[src/hw/rtl/met_pkg.sv]
// Shared constants and controller/datapath interface types for the
// Mandelbrot escape-time block. No dependencies.
`default_nettype none

package met_pkg;

    localparam int COORD_W    = 32;          // c and z components, signed Q4.28
    localparam int FRAC_BITS  = 28;
    localparam int COUNT_W    = 16;
    localparam int LIMIT_W    = 32;          // squared magnitude, unsigned Q8.24
    localparam int CFG_IDX_W  = 1;
    localparam int IN_DATA_W  = 2 * COORD_W;
    localparam int OUT_DATA_W = COUNT_W;

    // register indexes on the configuration port
    localparam logic [CFG_IDX_W-1:0] REG_MAX_ITER   = 1'd0;
    localparam logic [CFG_IDX_W-1:0] REG_ESC_LIMIT  = 1'd1;

    localparam logic [COUNT_W-1:0] MAX_ITER_RST  = 16'd256;
    localparam logic [LIMIT_W-1:0] ESC_LIMIT_RST = 32'h0400_0000;
    localparam logic [LIMIT_W-1:0] TWO_Q824      = 32'h0200_0000;

    typedef struct packed {
        logic load;     // capture c, clear z and the iteration count
        logic step;     // write back the updated z, advance the count
        logic finish;   // load the result word into the output register
    } t_dp_cmd;

    typedef struct packed {
        logic at_max;   // iteration count reached max_iterations
        logic escaped;  // |z|^2 above the escape limit
        logic out_full; // output word still waiting and not taken now
    } t_dp_sts;

endpackage

`default_nettype wire

[src/hw/rtl/met_ctrl.sv]
// Sequencer for the escape-time loop: accepts a point, alternates the product
// and evaluate cycles, and issues the finish command. Depends on met_pkg.
`default_nettype none

module met_ctrl (
    input  wire logic             i_clk,
    input  wire logic             i_rst_n,
    input  wire logic             i_s_tvalid,
    output logic                  o_s_tready,
    input  wire met_pkg::t_dp_sts i_sts,
    output met_pkg::t_dp_cmd      o_cmd
);
    import met_pkg::*;

    localparam logic [1:0] ST_IDLE = 2'd0;
    localparam logic [1:0] ST_MUL  = 2'd1;
    localparam logic [1:0] ST_EVAL = 2'd2;

    logic [1:0] r_state;
    logic [1:0] n_state;

    assign o_s_tready = (r_state == ST_IDLE);

    always_comb begin
        n_state      = r_state;
        o_cmd.load   = 1'b0;
        o_cmd.step   = 1'b0;
        o_cmd.finish = 1'b0;
        case (r_state)
            ST_IDLE: begin
                if (i_s_tvalid) begin
                    o_cmd.load = 1'b1;
                    n_state    = ST_MUL;
                end
            end
            ST_MUL: begin
                n_state = ST_EVAL;
            end
            ST_EVAL: begin
                if (i_sts.at_max || i_sts.escaped) begin
                    // hold here while the previous result word is still pending
                    if (!i_sts.out_full) begin
                        o_cmd.finish = 1'b1;
                        n_state      = ST_IDLE;
                    end
                end else begin
                    o_cmd.step = 1'b1;
                    n_state    = ST_MUL;
                end
            end
            default: begin
                n_state = ST_IDLE;
            end
        endcase
    end

    always_ff @(posedge i_clk) begin
        if (!i_rst_n) begin
            r_state <= ST_IDLE;
        end else begin
            r_state <= n_state;
        end
    end

endmodule

`default_nettype wire

[config.mk]
export PLATFORM = sky130hd
export DESIGN_NAME = met_ctrl
export DESIGN_NICKNAME = d
export VERILOG_FILES = /design/src/hw/rtl/met_pkg.sv /design/src/hw/rtl/met_ctrl.sv
export SDC_FILE = /design/constraint.sdc
export NUM_CORES = 1
export LEC_CHECK = 0
export ABC_CLOCK_PERIOD_IN_PS = 1100
export BUFFER_PORTS_ARGS = -buffer_cell sky130_fd_sc_hd__buf_2
export CORE_AREA = 2 2 39 41
export CTS_CLUSTER_DIAMETER = 30
export DETAILED_ROUTE_END_ITERATION = 8
export DIE_AREA = 0 0 41 43
export MAX_ROUTING_LAYER = met4
export PLACE_DENSITY_LB_ADDON = 0.08
export SLEW_MARGIN = 20
export SYNTH_ARGS = -nofsm -noshare
export SYNTH_HDL_FRONTEND = slang
export SYNTH_SLANG_ARGS = --single-unit
export TNS_END_PERCENT = 1
[constraint.sdc]
create_clock -name i_clk -period 1.1 [get_ports i_clk]
set_input_delay 0.11 -clock i_clk [delete_from_list [all_inputs] [get_ports i_clk]]
set_output_delay 0.11 -clock i_clk [all_outputs]
set_load 0.01 [all_outputs]
==> results of run 1 <==
[through the flow]
stage	total power [mW]	worst slack (ns)
6_report	0.2999	0.05005
5_1_grt	0.3247	-0.02293
4_1_cts	0.3103	0.003521
3_5_place_dp	0.1306	0.1706
3_3_place_gp	0.1314	0.1795
2_1_floorplan	0.1068	0.2389
[kinds of logic (layout without fill, tap and decap cells)]
group / count (synthesis) / in the layout
buffers and inverters: 0 / 12
AND/OR/NAND/NOR: 11 / 11
flip-flops: 2 / 2
AO/OA/AOI/OAI: 2 / 2
[layout make-up]
cell class	instances	area (um^2)	share of cell area
clock buffers	3	22.52	0.09836
multi-input cells	13	98.84	0.4317
flip-flops and latches	2	42.54	0.1858
well taps	16	20.02	0.08743
repair buffers	9	45.04	0.1967
[per-layer routing]
metal  GRT usage  routed length [um]  up-vias
li1            -                   -       76
met5           -                   0        -
met3     0.04712                  31        0
met2     0.05625                 165        8
met1     0.06390                 174       73
met4     0.08000                   0        0
[cell usage in the layout (no fill, tap or decap), types with 2 or more instances in the layout]
master,n
sky130_fd_sc_hd__nor3_2,2
sky130_fd_sc_hd__nor2_1,2
sky130_fd_sc_hd__buf_2,9
sky130_fd_sc_hd__clkbuf_4,3
sky130_fd_sc_hd__dfxtp_2,2
[repair_timing]
action / 4_1_cts / 5_1_grt
gates resized for setup: 3 / 2
gates cloned: 0 / 0
setup endpoints to repair: 2 / 3
[where the power goes]
part / internal [mW] / switching, mW / leakage (nW)
Combinational: 0.0269 / 0.0251 / 0.0671
Sequential: 0.0790 / 0.00586 / 0.0172
Clock: 0.120 / 0.0427 / 0.0138
Total: 0.226 / 0.0736 / 0.0981
[Yosys cell counts (all sizes together)]
library cell,instances
nor3,2
and2,1
nand2,1
a21oi,1
o31ai,1
nand3b,1
dfxtp,2
or3b,1
nor2,2
nand2b,3
[worst register-to-register path: cells and delay by family, from the launching register on]
family	cells	cell delay [ns]
AND/OR/NAND/NOR	1	0.38
flip-flops	1	0.36
AO/OA/AOI/OAI	1	0.12
[path summary, 6_finish.rpt]
check / endpoint / depth (start not counted)
max: o_cmd[2] / 3
min: r_state[0]$_SDFFE_PN0P_ / 3
max reg2reg: r_state[0]$_SDFFE_PN0P_ / 2
min reg2reg: r_state[1]$_SDFFE_PN0P_ / 2
==> summary.md, run 1 <==
| Metric | Value |
|---|---|
| Status | finished clean |
| Average cell area after synthesis | 8.091 um^2 |
| Mux share of post-synthesis cell area | 0 |
| Flip-flop and latch count after synthesis | 2 |
| Worst path buffer plus inverter count | 1 |
| Hold WS | 0.1419 ns |
| Register ranked first by flip-flop count | r_state |
| Share of Yosys cell area claimed by the top area cell type | 0.3299 |
| Maximum clock rate | 952.4 MHz |
| Setup crit end kind | output port |
| Longest Clk Path Bufs | 2 |
| Synthesized instance count | 15 |
| Share of cells above drive strength 1 | 0.7037 |
| Number of unique standard cell types used by synthesis | 11 |
| Global-route congestion overflow total | 0 |
| Critical path required time | 0.99 ns |
| Yosys Warn Count | 0 |
| Worst endpoint data arrival time | 0.94 ns |
| Horizontal extent of the die | 41 um |
| Pin count of the biggest net entering global routing | 6 |
| Y dimension of the die | 43 um |
| Length of the first detailed-routing pass in iterations | 4 |
| Cell-by-cell trace of the critical path | nor2_1 > and2_1 > buf_2 |
| Final Util | 0.1655 |
| CTS tree | built |
| Placed cell count | 40 |
| Max-slew violation count | 0 |
| Transition time of the tightest slew-check pin | 0.2026 ns |
| Top Registers | r_state: 2 flops |
| Flip-flop count of the largest register after layout | 2 |
| Clock latency of the later-clocked register in the worst-skew pair | 0.22 ns |
| CTS HTree Levels | 1 |
| Combined area of all synthesized cells | 121.4 um^2 |
| Number of buffers inserted during clock tree synthesis | 3 |
| Cell leakage power | 0.09812 nW |
| Largest family of logic cells by synthesized area | simple AND/OR/NAND/NOR gates |
| Mapped Nets | 21 |
| Weighted congestion reported at the end of routability-driven placement | 0.6894 |
| Number of global-route vias before repair | 149 |
| Initial standard-cell utilization of the core | 0.08770 |
| Initial antenna violation count | 0 |
| Library cell contributing the largest single delay on the critical path | sky130_fd_sc_hd__dfxtp_2 |
| Number of nets at the end of the flow | 35 |
| Period Utilization, post-route | 0.9545 |
| Post-Synth Simple-Gate Area | 0.5361 |
| Shortest period the worst path allows | 1.050 ns |
| Startpoint Class | register |
| Root buffer selected by CTS | sky130_fd_sc_hd__clkbuf_4 |
| Count of final setup violators | 0 |
| Filler Cells Inserted | 157 |
| Final wirelength | 370 um |
| Unrepaired setup endpoints after global routing | true |
| Routed wirelength normalized by instance count | 8.605 um |
| Residual antenna-violating net count after detailed routing | 0 |
| Path class of the lowest-slack min-delay path | in2reg |
| Main area contributors after synthesis | sky130_fd_sc_hd__dfxtp_1 33%, sky130_fd_sc_hd__nand2b_1 10%, sky130_fd_sc_hd__nor3_1 8.2% |
| Setup TNS Final | 0 ns |
| Hold violation count in the final report | 0 |
| Site row count | 14 |
| Number of vias after detailed routing | 157 |
| CP max stage delay | 0.33 ns |
| Number of max-capacitance violations reported | 0 |
| DRC viols | 0 |
| Non-Filler Instances | 43 |
| Reg-to-reg slack, setup | 0.17 ns |
| Kind of cell adding the most delay to the critical path | flip-flops |
| Setup crit start | r_state[1]$_SDFFE_PN0P_ |
| Worst setup path category | reg2out |
| Peak supply drop | 0.0002226 V |
| Slew HR | 0.8638 |
| First-pass GRT wire length | 607 um |
| I/O Pins | 10 |
| Synth Area in XOR/XNOR | 0 |
| Floorplan Core Area | 1384 um^2 |
| Initial DRC Count | 3 |
| Per-cell via count in the routed design | 3.651 |
| Synthesized-area fraction occupied by adder cells | 0 |
| Clk sink count | 2 |
| N_diodes | 0 |
| Post-detailed-placement cell area | 186.4 um^2 |
| Ratio of total power to cell area | 1310 nW/um^2 |
| Clk_skew | 0.001787 ns |
| Number of hold-repair buffers added at the cts stage | 0 |
| Synthesis-to-finish area growth | 88.66% |
| Peak fanout along the critical path | 5 |
| Clock slew seen by the registers of the worst setup and hold paths | 0.03 ns |
| Largest area contributor in the netlist | sky130_fd_sc_hd__dfxtp_1 |
| IO Port Bufs | 9 |
| Die outline area | 1763 um^2 |
| Compound-gate portion of the synthesized area | 0.1340 |
| Final design instance area without fill | 229.0 um^2 |
| # Post-CTS Setup Buffers | 0 |
| Part of the Yosys area used for sequential elements | 0.3299 |
| Total global-route track usage | 0.06057 |
| R2R Path Start | r_state[1]$_SDFFE_PN0P_ |
| Min-Delay Startpoint | i_s_tvalid |
No activity file was read; power rests on OpenSTA's default activity.
==> run 2: changes to the inputs <==
ABC_AREA = 1   (was not set)
GPL_ROUTABILITY_DRIVEN = 1   (was not set)
==> run 2 against run 1 <==
Compared with the run above:
- utilization up 1.1 points
- clock skew about the same
- cell count up 16%
- die area unchanged
- total power up 2.3%
- clock-buffer cell count unchanged
- sequential cell count unchanged
- sequential share of layout area down 1.1 points
- worst setup slack worse by 0.026 ns
- first-iteration DRC count down 67%
- cell area up 6.6%
- largest power group unchanged
==> summary.md, run 2 <==
| Metric | Value |
|---|---|
| R2R Path Start | r_state[1]$_SDFFE_PN0P_ |
| Number of max-capacitance violations reported | 0 (unchanged) |
| Global-route congestion overflow total | 0 (unchanged) |
| Yosys Warn Count | 0 (unchanged) |
| Flip-flop count of the largest register after layout | 2 (unchanged) |
| CTS HTree Levels | 1 (unchanged) |
| Int Power | 229.1 uW (+1.2%) |
| IO Port Bufs | 9 (unchanged) |
| Synthesis-to-finish area growth | 82.24% |
| Number of vias after detailed routing | 167 (+6.4%) |
| Main area contributors after synthesis | sky130_fd_sc_hd__dfxtp_1 30%, sky130_fd_sc_hd__inv_1 14%, sky130_fd_sc_hd__nor2_1 8.4% |
| EDFF count, synth | 0 (unchanged) |
| Unrepaired setup endpoints after global routing | true |
| Commonest cells after routing, fill and taps aside | 9 x sky130_fd_sc_hd__buf_2, 4 x sky130_fd_sc_hd__inv_1, 3 x sky130_fd_sc_hd__nor2_1, 3 x sky130_fd_sc_hd__clkbuf_4 |
| Cell with the most instances on the worst path | sky130_fd_sc_hd__inv_2 |
| Startpoint Class | register |
| Horizontal extent of the die | 41 um (unchanged) |
| Met3 routed wirelength | 30 um (-3.2%) |
| Root buffer selected by CTS | sky130_fd_sc_hd__clkbuf_4 |
| Min-Delay Startpoint | i_rst_n |
| Part of the Yosys area used for sequential elements | 0.2991 (-0.03083) |
| Cell with the most instances after synthesis | sky130_fd_sc_hd__inv_1 |
| Destination of the worst hold path | r_state[1]$_SDFFE_PN0P_ |
| Primary flip-flop cell chosen by synthesis mapping | sky130_fd_sc_hd__dfxtp_1 |
| Register ranked first by flip-flop count | r_state |
| CP max stage delay | 0.34 ns (about the same) |
| Number of nets at the end of the flow | 42 (+20%) |
| Length of the first detailed-routing pass in iterations | 2 (-2) |
| Initial DRC Count | 1 (-2) |
| Period Utilization, post-route | 0.9778 (+0.02330) |
| Worst endpoint data arrival time | 0.97 ns (+0.03 ns) |
| Combined area of all synthesized cells | 133.9 um^2 (+10%) |
| Initial antenna violation count | 0 (unchanged) |
| Combinational cell fraction of total power | 0.196 (+0.023) |
| Weighted congestion reported at the end of routability-driven placement | 0.6796 (-1.4%) |
| Commonest non-fill, non-tap cell in the layout | sky130_fd_sc_hd__buf_2 |
| Per-cell via count in the routed design | 3.340 (-8.5%) |
| Highest routed layer | met3 |
| Number of buffers inserted during clock tree synthesis | 3 (unchanged) |
| Library cell contributing the largest single delay on the critical path | sky130_fd_sc_hd__dfxtp_2 |
| I/O Pins | 10 (unchanged) |
| Cell-by-cell trace of the critical path | inv_2 > nor2_4 > inv_2 > nor3_2 > buf_2 |
| PnR worst setup slack | 0.02441 ns (-0.02563 ns) |
| Sequential share of power | 0.284 (about the same) |
| Post-synthesis async set-or-reset flop share | 0 (unchanged) |
| Total design power | 306.8 uW (+2.3%) |
| Mapped Nets | 26 (+24%) |
| Max-slew violation count | 0 (unchanged) |
| Peak fanout along the critical path | 3 (-2) |
| Shortest period the worst path allows | 1.076 ns (+0.02563 ns) |
| Net switching component of the power | 77.65 uW (+5.5%) |
| Synthesized instance count | 20 (+5) |
| Top post-synthesis cells by count | 5 x sky130_fd_sc_hd__inv_1, 3 x sky130_fd_sc_hd__nor2_1, 2 x sky130_fd_sc_hd__dfxtp_1, 2 x sky130_fd_sc_hd__nand2_1 |
| Site row count | 14 (unchanged) |
| Ratio of total power to cell area | 1257 nW/um^2 (-4.0%) |
| Clock slew seen by the registers of the worst setup and hold paths | 0.03 ns (about the same) |
| Die outline area | 1763 um^2 (unchanged) |
| Share of cells above drive strength 1 | 0.6471 (-0.05664) |
| Worst path buffer plus inverter count | 3 (+2) |
| N_diodes | 0 (unchanged) |
| Kind of cell adding the most delay to the critical path | flip-flops |
| Total global-route track usage | 0.04517 (-0.01540) |
| Setup crit end kind | output port |
| Average cell area after synthesis | 6.694 um^2 (-17%) |
| Path class of the lowest-slack min-delay path | in2reg |
| Floorplan Core Area | 1384 um^2 (unchanged) |
| Length of routed met2 wiring | 198 um (+20%) |
| Cell leakage power | 0.1287 nW (+31%) |
| Portion of total power attributed to the clock network | 0.519 (-0.025) |
| Critical register-to-register path endpoint | r_state[1]$_SDFFE_PN0P_ |
| Number of global-route vias before repair | 161 (+8.1%) |
| Final wirelength | 361 um (-2.4%) |
| Pin count of the biggest net entering global routing | 6 (unchanged) |
| DRC viols | 0 (unchanged) |
| Transition time of the tightest slew-check pin | 0.1700 ns (-0.03259 ns) |
| Critical path required time | 0.99 ns (about the same) |
| Hold violation count in the final report | 0 (unchanged) |
| Y dimension of the die | 43 um (unchanged) |
| Clk sink count | 2 (unchanged) |
| Half-perimeter wire length after placement | 258 um |
| Reg2reg path depth | 5 (+3) |
| Initial standard-cell utilization of the core | 0.09674 (+0.009042) |
| Status | finished clean |
| Worst setup path category | reg2out |
| Reg-to-reg slack, setup | 0.27 ns (+0.10 ns) |
| Worst setup slack after placement | 0.1392 ns (-0.03138 ns) |
| Clock latency of the later-clocked register in the worst-skew pair | 0.22 ns (about the same) |
| CTS tree | built |
| Share of Yosys cell area claimed by the top area cell type | 0.2991 (-0.03083) |
| Residual antenna-violating net count after detailed routing | 0 (unchanged) |
| Met1 WL | 132 um (-24%) |
| First-pass GRT wire length | 483 um (-20%) |
| Flip-flop and latch count after synthesis | 2 (unchanged) |
| Slew HR | 0.8864 (+0.02261) |
| Clk_skew | 0.001434 ns (-0.0003533 ns) |
| Count of cells along the worst hold path | 3 (unchanged) |
| Largest area contributor in the netlist | sky130_fd_sc_hd__dfxtp_1 |
| Switching share of total power | 0.2531 (+0.007766) |
| Number of unique standard cell types used by synthesis | 12 (+1) |
| Count of final setup violators | 0 (unchanged) |
| Longest Clk Path Bufs | 2 (unchanged) |
| Routed wirelength normalized by instance count | 7.220 um (-16%) |
| Maximum clock rate | 929.7 MHz (-2.4%) |
| Peak supply drop | 0.0003389 V (+52%) |
| Top Registers | r_state: 2 flops |
## run 2: how the worst max path moves through the flow
stage | startpoint | end | slack, ns | cells past startpoint
after floorplan | r_state[1]$_SDFFE_PN0P_ | o_cmd[0] | 0.24 | 4
after global placement | r_state[1]$_SDFFE_PN0P_ | o_cmd[0] | 0.14 | 5
after detailed placement | r_state[1]$_SDFFE_PN0P_ | o_cmd[0] | 0.14 | 5
after CTS | r_state[1]$_SDFFE_PN0P_ | o_cmd[0] | -0.009 | 5
after global routing | r_state[1]$_SDFFE_PN0P_ | o_cmd[0] | -0.03 | 5
final | r_state[1]$_SDFFE_PN0P_ | o_cmd[0] | 0.02 | 5
## run 2: logic make-up (layout without fill, tap and decap cells)
kind of cell,count (synthesis),after routing,synth area share
flip-flops,2,2,0.2991
AND/OR/NAND/NOR,9,9,0.3926
buffers and inverters,6,20,0.1682
AO/OA/AOI/OAI,3,3,0.1401
## run 2: cell type report
type                    instances  area (um^2)
fillers                       169         1140
multi-input cells              12        76.32
repair buffers                 11        60.06
flip-flops and latches          2        42.54
clock buffers                   3        22.52
inverters                       6        22.52
well taps                      16        20.02
## run 2: repair_timing
| item | CTS | global route |
|---|---|---|
| setup buffers | 2 | 0 |
| gates resized for setup | 3 | 1 |
| hold buffers | 0 | 0 |
| pin swaps | 1 | 1 |
| setup endpoints to repair | 2 | 3 |
## run 2: layer usage
layer | up-vias | track usage
met1 | 73 | 0.02875
met2 | 5 | 0.07188
li1 | 89 | -
met5 | - | -
met3 | 0 | 0.01571
met4 | 0 | 0.06000
## run 2: metrics by stage
stage / area, um^2 / cells / hold WS, ns / utilization / TNS [ns]
2_1_floorplan: 133.9 / 20 / 0.2503 / - / 0
3_3_place_gp: 198.9 / 45 / 0.3754 / 0.1438 / 0
3_5_place_dp: 198.9 / 45 / 0.3711 / 0.1438 / 0
4_1_cts: 242.7 / 50 / 0.1264 / 0.1754 / -0.009042
5_1_grt: 244.0 / 50 / 0.1441 / 0.1763 / -0.06641
6_report: 244.0 / 50 / 0.1351 / 0.1763 / 0
## run 2: power by group through the flow
stage | sequential [mW] | clock [mW] | combinational, mW
after global routing | 0.0878 | 0.174 | 0.0670
after floorplan | 0.0853 | 0 | 0.0293
after detailed placement | 0.0865 | 0 | 0.0514
after CTS | 0.0864 | 0.173 | 0.0612
final | 0.0872 | 0.159 | 0.0602
after global placement | 0.0868 | 0 | 0.0510
## run 2: worst min-delay path: cells and delay by family
kind                   cells  cell delay, ns
buffers and inverters      2            0.16
AOI/OAI and AO/OA          1            0.04
==> run 3: changes to the inputs <==
CELL_PAD_IN_SITES_DETAIL_PLACEMENT = 1   (was not set)
CELL_PAD_IN_SITES_GLOBAL_PLACEMENT = 2   (was not set)
==> run 3 against run 2 <==
Compared with the run above:
- the flow now finishes with violations (setup timing)
- hold slack improved by 0.0054 ns
- sequential power about the same
- critical path depth decreased by 2
- wire length increased by 18%
- register-to-register slack got worse by 0.08 ns
- first-iteration DRC count unchanged
- clock skew decreased by 0.00092 ns
- sequential cell count unchanged
- clock-buffer cell count unchanged
- clock power about the same
- combinational power increased by 7.5%
- global-route usage increased by 1.2 points
- largest cell class unchanged
- largest power group unchanged
==> summary.md, run 3 (synthesis gave the netlist of run 2 again) <==
| Metric | Value |
|---|---|
| Status | complete, but fails checks |
| Violated checks | setup timing |
| Reg2reg path depth | 4 (-1) |
| Initial DRC Count | 1 (unchanged) |
| CTS tree | built |
| Residual antenna-violating net count after detailed routing | 0 (unchanged) |
| Clock latency of the later-clocked register in the worst-skew pair | 0.22 ns (about the same) |
| Reg-to-reg slack, setup | 0.19 ns (-0.08 ns) |
| R2R Path Start | r_state[1]$_SDFFE_PN0P_ |
| Setup crit start | r_state[1]$_SDFFE_PN0P_ |
| Path class of the lowest-slack min-delay path | in2reg |
| Cell leakage power | 0.1340 nW (+4.1%) |
| Startpoint Class | register |
| Library cell contributing the largest single delay on the critical path | sky130_fd_sc_hd__dfxtp_2 |
| Weighted congestion reported at the end of routability-driven placement | 0.6340 (-6.7%) |
| Die outline area | 1763 um^2 (unchanged) |
| Hold violation count in the final report | 0 (unchanged) |
| Site row count | 14 (unchanged) |
| CP max stage delay | 0.32 ns (-0.02 ns) |
| Worst setup path category | reg2out |
| Y dimension of the die | 43 um (unchanged) |
| Clk_skew | 0.0005117 ns (-0.0009223 ns) |
| I/O Pins | 10 (unchanged) |
| Floorplan Core Area | 1384 um^2 (unchanged) |
| Commonest non-fill, non-tap cell in the layout | sky130_fd_sc_hd__buf_2 |
| Half-perimeter wire length after placement | 314.1 um (+22%) |
| Number of nets at the end of the flow | 43 (+2.4%) |
| Initial antenna violation count | 0 (unchanged) |
| Setup crit end kind | output port |
| Total global-route track usage | 0.05744 (+0.01226) |
| Critical register-to-register path endpoint | r_state[0]$_SDFFE_PN0P_ |
| Worst path buffer plus inverter count | 2 (-1) |
| Initial standard-cell utilization of the core | 0.09674 (unchanged) |
| Post-detailed-placement cell area | 198.9 um^2 (unchanged) |
| Hold WS | 0.1405 ns (+0.005355 ns) |
| Period Utilization, post-route | 1.009 (+0.03168) |
| Max-slew violation count | 0 (unchanged) |
| First-pass GRT wire length | 586 um (+21%) |
| Area of all sequential standard cells | 42.54 um^2 (unchanged) |
| Commonest cells after routing, fill and taps aside | 9 x sky130_fd_sc_hd__buf_2, 4 x sky130_fd_sc_hd__inv_1, 3 x sky130_fd_sc_hd__nor2_1, 3 x sky130_fd_sc_hd__clkbuf_4, 3 x sky130_fd_sc_hd__buf_4 |
| Final Util | 0.1817 (+0.005425) |
| Synthesis-to-finish area growth | 87.85% |
| Length of the first detailed-routing pass in iterations | 2 (unchanged) |
| Shortest period the worst path allows | 1.110 ns (+0.03485 ns) |
| Routed wirelength normalized by instance count | 8.373 um (+16%) |
| Worst setup slack after placement | 0.1237 ns (-0.01554 ns) |
| Slew HR | 0.8851 (-0.001218) |
| Capturing instance or port of the critical path | o_cmd[2] |
| Worst endpoint data arrival time | 1.00 ns (+0.03 ns) |
| Final design instance area without fill | 251.5 um^2 (+3.1%) |
| Flip-flop count of the largest register after layout | 2 (unchanged) |
| Number of global-route vias before repair | 168 (+4.3%) |
| Horizontal extent of the die | 41 um (unchanged) |
| Number of buffers inserted during clock tree synthesis | 3 (unchanged) |
| CTS HTree Levels | 1 (unchanged) |
| Maximum clock rate | 900.5 MHz (-3.1%) |
| Unrepaired setup endpoints after global routing | true |
| Critical path required time | 0.99 ns (about the same) |
| Pin count of the biggest net entering global routing | 6 (unchanged) |
| Global-route congestion overflow total | 0 (unchanged) |
| Peak fanout along the critical path | 3 (unchanged) |
| Ratio of total power to cell area | 1248 nW/um^2 (-0.72%) |
| Per-cell via count in the routed design | 3.549 (+6.3%) |
| Number of max-capacitance violations reported | 0 (unchanged) |
| PnR worst setup slack | -0.01044 ns (-0.03485 ns) |
| Peak supply drop | 0.0003671 V (+8.3%) |
| Share of cells above drive strength 1 | 0.6571 (+0.01008) |
| Cell-by-cell trace of the critical path | buf_4 > nor3b_1 > buf_2 |
| Filler Cells Inserted | 179 (+5.9%) |
| N_diodes | 0 (unchanged) |
| Register ranked first by flip-flop count | r_state |
| Root buffer selected by CTS | sky130_fd_sc_hd__clkbuf_4 |
| Transition time of the tightest slew-check pin | 0.1719 ns (+0.001823 ns) |
| IO Port Bufs | 9 (unchanged) |
| Final wirelength | 427 um (+18%) |
| Setup TNS Final | -0.01044 ns (-0.01044 ns) |
| Clk sink count | 2 (unchanged) |
| Kind of cell adding the most delay to the critical path | flip-flops |
| Number of vias after detailed routing | 181 (+8.4%) |
| Count of final setup violators | 1 (+1) |
| DRC viols | 0 (unchanged) |
| Clock slew seen by the registers of the worst setup and hold paths | 0.03 ns (about the same) |
| Longest Clk Path Bufs | 2 (unchanged) |
| Multi-input combinational cell area | 76.32 um^2 (unchanged) |
| Crit. path cell count | 3 (-2) |
| Top Registers | r_state: 2 flops |
| Number of hold-repair buffers added at the cts stage | 0 (unchanged) |
[run 3: cell count changes in the layout (fill, tap and decap cells not counted), sizes merged]
| cell | before | now |
|---|---|---|
| buf | 11 | 12 |
[run 3: metrics by stage]
step	cells	power [mW]
floorplan	20	0.1146
global placement	45	0.1391
detailed placement	45	0.1396
CTS	50	0.3252
global route	51	0.3503
finish	51	0.3139
[run 3: final cells by class]
| type | instances | share of cell area |
|---|---|---|
| repair buffers | 12 | 0.2687 |
| multi-input cells | 12 | 0.3035 |
| well taps | 16 | 0.07960 |
| inverters | 6 | 0.08955 |
| flip-flops and latches | 2 | 0.1692 |
| clock buffers | 3 | 0.08955 |
[run 3: timing repair]
action                     CTS  global route
resized for setup            3             1
setup buffers                2             1
pin swaps                    1             1
setup endpoints to repair    2             3
[run 3: how the worst min path moves through the flow]
stage | cells after the start | slack, ns | endpoint | start
final | 3 | 0.14 | r_state[1]$_SDFFE_PN0P_ | i_rst_n
after global routing | 3 | 0.14 | r_state[1]$_SDFFE_PN0P_ | i_rst_n
after CTS | 3 | 0.13 | r_state[1]$_SDFFE_PN0P_ | i_rst_n
after detailed placement | 3 | 0.37 | r_state[1]$_SDFFE_PN0P_ | i_rst_n
after global placement | 3 | 0.37 | r_state[1]$_SDFFE_PN0P_ | i_rst_n
after floorplan | 2 | 0.25 | r_state[1]$_SDFFE_PN0P_ | i_rst_n
[run 3: where the power goes]
group / switching [mW] / internal (mW)
combinational: 0.0329 / 0.0318
clock: 0.0418 / 0.120
sequential: 0.00719 / 0.0798
total: 0.0819 / 0.232
[run 3: routing by layer]
metal | part of all wire | vias up | global-route usage | routed length (um)
met4 | 0 | 0 | 0.06000 | 0
met1 | 0.40 | 83 | 0.04140 | 169
li1 | - | 91 | - | -
met2 | 0.52 | 7 | 0.08750 | 220
met5 | 0 | - | - | 0
met3 | 0.084 | 0 | 0.03141 | 36
[run 3: tightest hold or removal path, stage by stage]
cell	delay, ns
sky130_fd_sc_hd__buf_2	0.10
sky130_fd_sc_hd__inv_1	0.07
sky130_fd_sc_hd__a21oi_2	0.04
